File: config.mk
export PLATFORM = sky130hd
export DESIGN_NAME = llca_row
export DESIGN_NICKNAME = d
export VERILOG_FILES = /design/src/design/llca_pkg.sv /design/src/design/llca_cell.sv /design/src/design/llca_row.sv
export SDC_FILE = /design/constraint.sdc
export NUM_CORES = 2
export LEC_CHECK = 0
export BUFFER_PORTS_ARGS = -buffer_cell sky130_fd_sc_hd__buf_2
export CAP_MARGIN = 20
export CORE_MARGIN = 3
export CORE_UTILIZATION = 44
export CTS_CLUSTER_DIAMETER = 60
export DETAILED_ROUTE_END_ITERATION = 8
export GPL_ROUTABILITY_DRIVEN = 1
export HOLD_SLACK_MARGIN = 0.12
export SLEW_MARGIN = 20
export SYNTH_ARGS = -nofsm -noshare
export SYNTH_HDL_FRONTEND = slang
export SYNTH_SLANG_ARGS = --single-unit
File: constraint.sdc
create_clock -name clk -period 8.05 [get_ports clk]
set_input_delay 1.2075 -clock clk [delete_from_list [all_inputs] [get_ports clk]]
set_output_delay 1.2075 -clock clk [all_outputs]
set_load 0.05 [all_outputs]
File: src/design/llca_pkg.sv
`timescale 1ns / 1ps
// Shared types and constants for the life-like cellular automaton block.
// No dependencies; imported by the interfaces, the cell chain and the top level.
package llca_pkg;

  localparam int OP_W       = 2;
  localparam int FIELD_W    = 6;
  localparam int SIZE_W     = 7;
  localparam int MASK_W     = 9;
  localparam int NBR_W      = 4;
  localparam int LIVE_W     = 13;
  localparam int GEN_W      = 32;
  localparam int CFG_IDX_W  = 3;
  localparam int CFG_DATA_W = 9;

  localparam logic [LIVE_W-1:0] LIVE_SAT    = 13'd8191;
  localparam logic [MASK_W-1:0] BIRTH_RST   = 9'd8;
  localparam logic [MASK_W-1:0] SURVIVE_RST = 9'd12;
  localparam logic [SIZE_W-1:0] SIZE_RST    = 7'd64;

  typedef enum logic [OP_W-1:0] {
    OP_WRITE = 2'd0,
    OP_READ  = 2'd1,
    OP_STEP  = 2'd2
  } op_t;

  typedef enum logic {
    RES_READ = 1'b0,
    RES_STEP = 1'b1
  } res_kind_t;

  typedef enum logic {
    BND_WRAP = 1'b0,
    BND_DEAD = 1'b1
  } bnd_t;

  typedef enum logic {
    SHAPE_MOORE = 1'b0,
    SHAPE_VN    = 1'b1
  } shape_t;

  typedef enum logic [CFG_IDX_W-1:0] {
    CFG_BOUNDARY = 3'd0,
    CFG_SHAPE    = 3'd1,
    CFG_BIRTH    = 3'd2,
    CFG_SURVIVE  = 3'd3,
    CFG_WIDTH    = 3'd4,
    CFG_HEIGHT   = 3'd5
  } cfg_idx_t;

  typedef enum logic [2:0] {
    ST_CLEAR,
    ST_IDLE,
    ST_PUSH,
    ST_STEP,
    ST_COPY_RD,
    ST_COPY_LD,
    ST_COPY_SH
  } state_t;

  typedef struct packed {
    bnd_t              boundary;
    shape_t            shape;
    logic [MASK_W-1:0] birth;
    logic [MASK_W-1:0] survive;
  } rule_t;

  typedef struct packed {
    logic shift_row;
    logic load_sh;
    logic shift_sh;
  } cell_ctl_t;

endpackage

File: src/design/llca_cell.sv
`timescale 1ns / 1ps
// One column cell: three-row window, neighbor count, rule lookup and a count shift stage.
// Depends on llca_pkg.
module llca_cell import llca_pkg::*; (
  input  logic      clk,
  input  cell_ctl_t ctl,
  input  rule_t     rule,
  input  logic      in_use,
  input  logic      row_bit,
  input  logic      sh_bit,
  input  logic      sh_right,
  input  logic [2:0] lwin,
  input  logic [2:0] rwin,
  output logic [2:0] win,
  output logic      next_bit,
  output logic      sh_out
);

  logic              up;
  logic              mid;
  logic              dn;
  logic              sh;
  logic [NBR_W-1:0]  nbr;
  logic [MASK_W-1:0] mask;

  always_ff @(posedge clk) begin
    if (ctl.shift_row) begin
      up  <= mid;
      mid <= dn;
      dn  <= row_bit;
    end
    if (ctl.load_sh) begin
      sh <= sh_bit;
    end else if (ctl.shift_sh) begin
      sh <= sh_right;
    end
  end

  assign win    = {up, mid, dn};
  assign sh_out = sh;

  always_comb begin
    if (rule.shape == SHAPE_VN) begin
      nbr = NBR_W'(lwin[1]) + NBR_W'(rwin[1]) + NBR_W'(up) + NBR_W'(dn);
    end else begin
      nbr = NBR_W'(lwin[2]) + NBR_W'(lwin[1]) + NBR_W'(lwin[0]) +
            NBR_W'(rwin[2]) + NBR_W'(rwin[1]) + NBR_W'(rwin[0]) +
            NBR_W'(up) + NBR_W'(dn);
    end
    mask     = mid ? rule.survive : rule.birth;
    next_bit = in_use ? mask[nbr] : mid;
  end

endmodule

File: src/design/llca_row.sv
`timescale 1ns / 1ps
// Row of column cells; resolves the left and right edges for wrap or dead borders.
// Depends on llca_pkg and llca_cell.
module llca_row import llca_pkg::*; #(
  parameter int MAX_COLS = 64,
  localparam int UC_W = $clog2(MAX_COLS + 1)
) (
  input  logic                clk,
  input  cell_ctl_t           ctl,
  input  rule_t               rule,
  input  logic [UC_W-1:0]     used_cols,
  input  logic [MAX_COLS-1:0] row_in,
  input  logic [MAX_COLS-1:0] sh_in,
  output logic [MAX_COLS-1:0] next_row,
  output logic                sh_out
);

  localparam int COL_W = (MAX_COLS > 1) ? $clog2(MAX_COLS) : 1;

  logic [2:0]       win [MAX_COLS];
  logic             sh  [MAX_COLS];
  logic [UC_W-1:0]  last_ext;
  logic [COL_W-1:0] last;
  logic [2:0]       last_win;
  logic             wrap;

  assign last_ext = used_cols - UC_W'(1);
  assign last     = last_ext[COL_W-1:0];
  assign last_win = win[last];
  assign wrap     = (rule.boundary == BND_WRAP);
  assign sh_out   = sh[0];

  for (genvar c = 0; c < MAX_COLS; c++) begin : g_cell
    logic [2:0] lw;
    logic [2:0] rw;
    logic       sh_r;
    logic       use_c;

    assign use_c = (UC_W'(c) < used_cols);

    if (c == 0) begin : g_left_edge
      assign lw = wrap ? last_win : 3'b000;
    end else begin : g_left
      assign lw = win[c-1];
    end

    if (c == MAX_COLS - 1) begin : g_right_edge
      assign rw   = wrap ? win[0] : 3'b000;
      assign sh_r = 1'b0;
    end else begin : g_right
      assign rw   = (last == COL_W'(c)) ? (wrap ? win[0] : 3'b000) : win[c+1];
      assign sh_r = sh[c+1];
    end

    llca_cell u_cell (
      .clk      (clk),
      .ctl      (ctl),
      .rule     (rule),
      .in_use   (use_c),
      .row_bit  (row_in[c]),
      .sh_bit   (sh_in[c]),
      .sh_right (sh_r),
      .lwin     (lw),
      .rwin     (rw),
      .win      (win[c]),
      .next_bit (next_row[c]),
      .sh_out   (sh[c])
    );
  end

endmodule

==> results.md <==
- The cell family contributing the most delay on the critical path is adder cells.
- In this run the static leakage power is between 20 and 25 nW.
- The proportion of layout cells with a drive suffix above 1 is 0.244.
- In this run the remaining antenna-violating nets after routing total 0.
- Dividing the final minimum period by the clock period gives 0.992.
- The async set-reset flop share out of synthesis is 0.
- The most common cell after layout, fill and taps aside is inv_1.
- The flow ran to the end, and the final reports show no timing, DRC or antenna violations.
- After floorplanning, the core was sized to cover approximately 0.094 mm^2.
- The die height is 315 um.
- The number of warnings reported in the yosys synthesis log is 0.
- The cell that appears most often on the critical path is fa_1.
- The power spent charging and discharging nets is 4.42 mW.
- The most frequently used flop master after synthesis is edfxtp_1.
- After layout, the minimum clock period comes to between 7 and 8 ns.
- The number of global-route vias before repair is 34600.
- In the post-route analysis, the smallest setup slack over all paths is just over 0.06 ns.
- In the final routed layout, each cell accounts on average for approximately 27 um.
- The estimated wirelength of the detail-placed design is 103000 um.
- Clock latency on the worst-skew pair, taken at its later pin, is approximately 0.66 ns.
- The detailed router placed 35000 vias in this run.
- The maximum clock insertion buffer count is 3.
- Counting distinct cell types in the post-synthesis netlist gives 95.
- Setup violations remaining at the end of the flow were counted as 0.
- Measured against its own limit, the worst slew margin works out to 0.192.
- The maximum resistive drop on vdd is around 170 uV.
- The first global-routing pass estimated about 220000 um of wire.
- The clock tree from TritonCTS is done.
- The standard cell area after detailed placement is 0.0453 mm^2.
- The area taken by flip-flops and latches is between 0.007 and 0.008 mm^2.
- The cell area after technology mapping is 0.0420 mm^2.
- A synthesized cell averages ~9.9 um^2.
- Counting every sink on the clock net gives ~260.
- The number of hold-slack violations in the final timing report is 0.
- The area used by multi-input combinational logic is just over 0.03 mm^2.
- The die covers roughly 0.1 mm^2.
- The critical path buffer and inverter count is 8.
- Using the TritonRoute via totals, the vias-per-cell ratio works out to just over 6.
- CTS placed an instance of clkbuf_16 at the clock tree root.
- The number of levels the H-tree was split into is 2.
- Wires add up to between 150000 and 200000 um.
- The setup slack after placement is -0.122 ns.
- STA classifies the critical path endpoint as an output port.
- The class of the worst hold path is reg2reg.
- The share of the Yosys chip area taken by registers is 0.183.
- For this configuration, the core starts out at a cell density of 0.447.
- The top cell types in the final layout, fill and taps aside, are inv_1 (668), mux2i_1 (349), ha_1 (323).
- The number of I/O port buffers is 223.
- The layout net count is around 5200.
- The violation count after the first detailed-route iteration is between 3000 and 4000.
- The largest net degree at the start of global routing is ~150.
- The slowest stage of the critical path is the fa_1 cell.
- The critical path goes through clkbuf_4 -> inv_2 -> ha_4 -> buf_12 -> buf_12 -> buf_4 -> mux4_2 -> nand2_1 -> and3_1 -> a31oi_1 -> o22ai_1 -> nor4_2 -> ha_1 -> inv_1 -> fa_1 -> fa_1 -> fa_1 -> inv_2 -> fa_1 -> mux2i_4 -> mux4_2 -> o21ai_1 -> a221o_1 -> buf_12.
- The critical path data arrival time is just under 7 ns.
- The combined global-route utilization of all metal layers is 0.302.
- The peak clock frequency supported by timing is approximately 130 MHz.
- Summing all non-filler instances in the final layout gives an area of 0.0476 mm^2.
- The placer congestion estimate is between 0.9 and 1.
- The max-capacitance violation count is 0.
- The kind of critical path is in2out.
- The power per standard cell area is 213 mW/mm^2.
- The sequential fraction of design power is 0.177.
- The element type at the critical path start is a primary input.
- The number of enable-type register cells in the synthesized netlist is ~260.
- The first TritonRoute pass finished after 6 iterations.
- Of the total power, the share spent switching nets is 0.437.
- The number of nets in the synthesized netlist is 5023.
- The number of antenna violations at the first check in global routing is 9.
- The total number of placement rows is about 110.
- At the worst endpoint, the required time is just under 7 ns.
- The synthesized netlist cell count is approximately 4200.
- The portion of total power attributed to the clock network is 0.229.
- The signed area change from the synthesized netlist to the final layout is 13.4%.
- The filler cell count in the final layout is 8686.
- During I/O placement, the number of pins put on the boundary was roughly 220.
- The slew at the pin with the worst max-slew slack is roughly 1.2 ns.
- On the final layout, the worst clock skew is roughly 0.021 ns.
- Counting the buffers created by CTS gives 53.
- The maximum fanout along the worst path is 12.
- The total overflow reported by the global router is 0.
- Once layout is complete, the utilization of the core stands at 0.507.
- Synthesis inferred 256 register bits.
- Clock-pin slew was measured on the worst setup and hold paths at ~0.060 ns.
- The die width is around 310 um.
- The number of max-slew violations in the final report is 0.
- Setup repair after global routing could not meet its margin everywhere.
- The delay of the slowest cell on the worst path is 0.53 ns.
- The fraction of power consumed by combinational cells is 0.594.
- The internal power of the cells totals about 5.7 mW.
- The number of DRC violations after detailed routing is 0.
[synthesized netlist by cell type, types with 25 or more instances]
cell type | instances | area share
fa_1 | 320 | 0.15
mux4_2 | 223 | 0.12
nand2_1 | 245 | 0.022
buf_4 | 72 | 0.013
nor2_1 | 168 | 0.015
edfxtp_1 | 256 | 0.18
a31oi_1 | 47 | 0.0070
buf_2 | 53 | 0.0063
a21oi_1 | 161 | 0.019
o21ai_1 | 34 | 0.0041
nor2b_1 | 48 | 0.0072
and3_1 | 44 | 0.0066
nand3_1 | 73 | 0.0087
mux2i_1 | 368 | 0.088
a2111oi_0 | 25 | 0.0052
nor3_1 | 27 | 0.0032
nand2b_1 | 67 | 0.010
ha_1 | 325 | 0.097
clkbuf_1 | 193 | 0.017
a211oi_1 | 38 | 0.0068
buf_1 | 33 | 0.0030
mux2_2 | 141 | 0.038
nor3b_1 | 51 | 0.0091
xor2_1 | 59 | 0.012
nand3b_1 | 28 | 0.0050
inv_1 | 671 | 0.060
o21ai_0 | 100 | 0.012
[per-stage QoR]
stage / setup TNS [ns] / power, mW / hold slack, ns / instances
finish: 0 / 10.1 / 0.542 / 5673
floorplan: 0 / 6.17 / 0.424 / 4219
CTS: 0 / 10.0 / 0.542 / 5659
detailed placement: -0.128 / 7.67 / 0.534 / 5560
global route: -0.672 / 10.8 / 0.559 / 5671
global placement: -0.0947 / 7.57 / 0.526 / 5560
[final timing paths]
check,from,end,slack [ns],cells past startpoint
worst min register to register,g_cell[6].u_cell.sh_out$_DFFE_PP_,g_cell[5].u_cell.sh_out$_DFFE_PP_,0.54,1
worst min-delay path,g_cell[6].u_cell.sh_out$_DFFE_PP_,g_cell[5].u_cell.sh_out$_DFFE_PP_,0.54,1
worst max register to register,g_cell[18].u_cell.mid$_DFFE_PP_,g_cell[18].u_cell.up$_DFFE_PP_,6.97,0
worst max-delay path,used_cols[1],next_row[0],0.06,24
[final cells by class]
type | instances | share of cell area
Antenna cell | 2 | 0.000105
Clock buffer | 58 | 0.0283
Clock inverter | 41 | 0.00954
Inverter | 672 | 0.0531
Multi-Input combinational cell | 2931 | 0.640
Sequential cell | 256 | 0.162
Tap cell | 1254 | 0.0330
Timing Repair Buffer | 459 | 0.0744
[power groups by stage]
| stage | Sequential, mW | Clock (mW) | Combinational, mW |
|---|---|---|---|
| finish | 1.79 | 2.31 | 6.02 |
| global route | 1.80 | 2.41 | 6.61 |
| global placement | 1.81 | 0 | 5.75 |
| floorplan | 1.70 | 0 | 4.48 |
| detailed placement | 1.81 | 0 | 5.86 |
| CTS | 1.79 | 2.37 | 5.89 |
[kinds of logic after synthesis]
| family | after synthesis | synth area share |
|---|---|---|
| multiplexers | 739 | 0.248 |
| buffers and inverters | 1032 | 0.102 |
| AND/OR/NAND/NOR | 866 | 0.106 |
| adder cells (fa/ha/maj) | 645 | 0.250 |
| flip-flops | 256 | 0.183 |
| AO/OA/AOI/OAI | 615 | 0.0976 |
| XOR/XNOR | 66 | 0.0141 |
[flip-flops by register name, summed over array words and instances, names as in the netlist]
| name | cells |
|---|---|
| g_cell.u_cell.dn | 64 |
| g_cell.u_cell.mid | 64 |
| g_cell.u_cell.sh_out | 64 |
| g_cell.u_cell.up | 64 |
[repair_timing]
item,4_1_cts,5_1_grt
endpoints found under the hold margin,0,0
pin swaps,0,17
buffers inserted,0,12
hold buffers,0,0
resized for setup,5,116
setup endpoints to repair,3,45
gates cloned,0,0
[layer usage]
| metal | GRT usage | routed length (um) | vias to the layer above | part of all wire |
|---|---|---|---|---|
| li1 | - | - | 15100 | - |
| met1 | 0.401 | 59500 | 17300 | 0.39 |
| met2 | 0.461 | 65800 | 2077 | 0.43 |
| met3 | 0.0744 | 17100 | 526 | 0.11 |
| met4 | 0.153 | 8980 | 10 | 0.059 |
| met5 | 0 | 63 | - | 0.00042 |
Power figures use the tool's default switching activity.
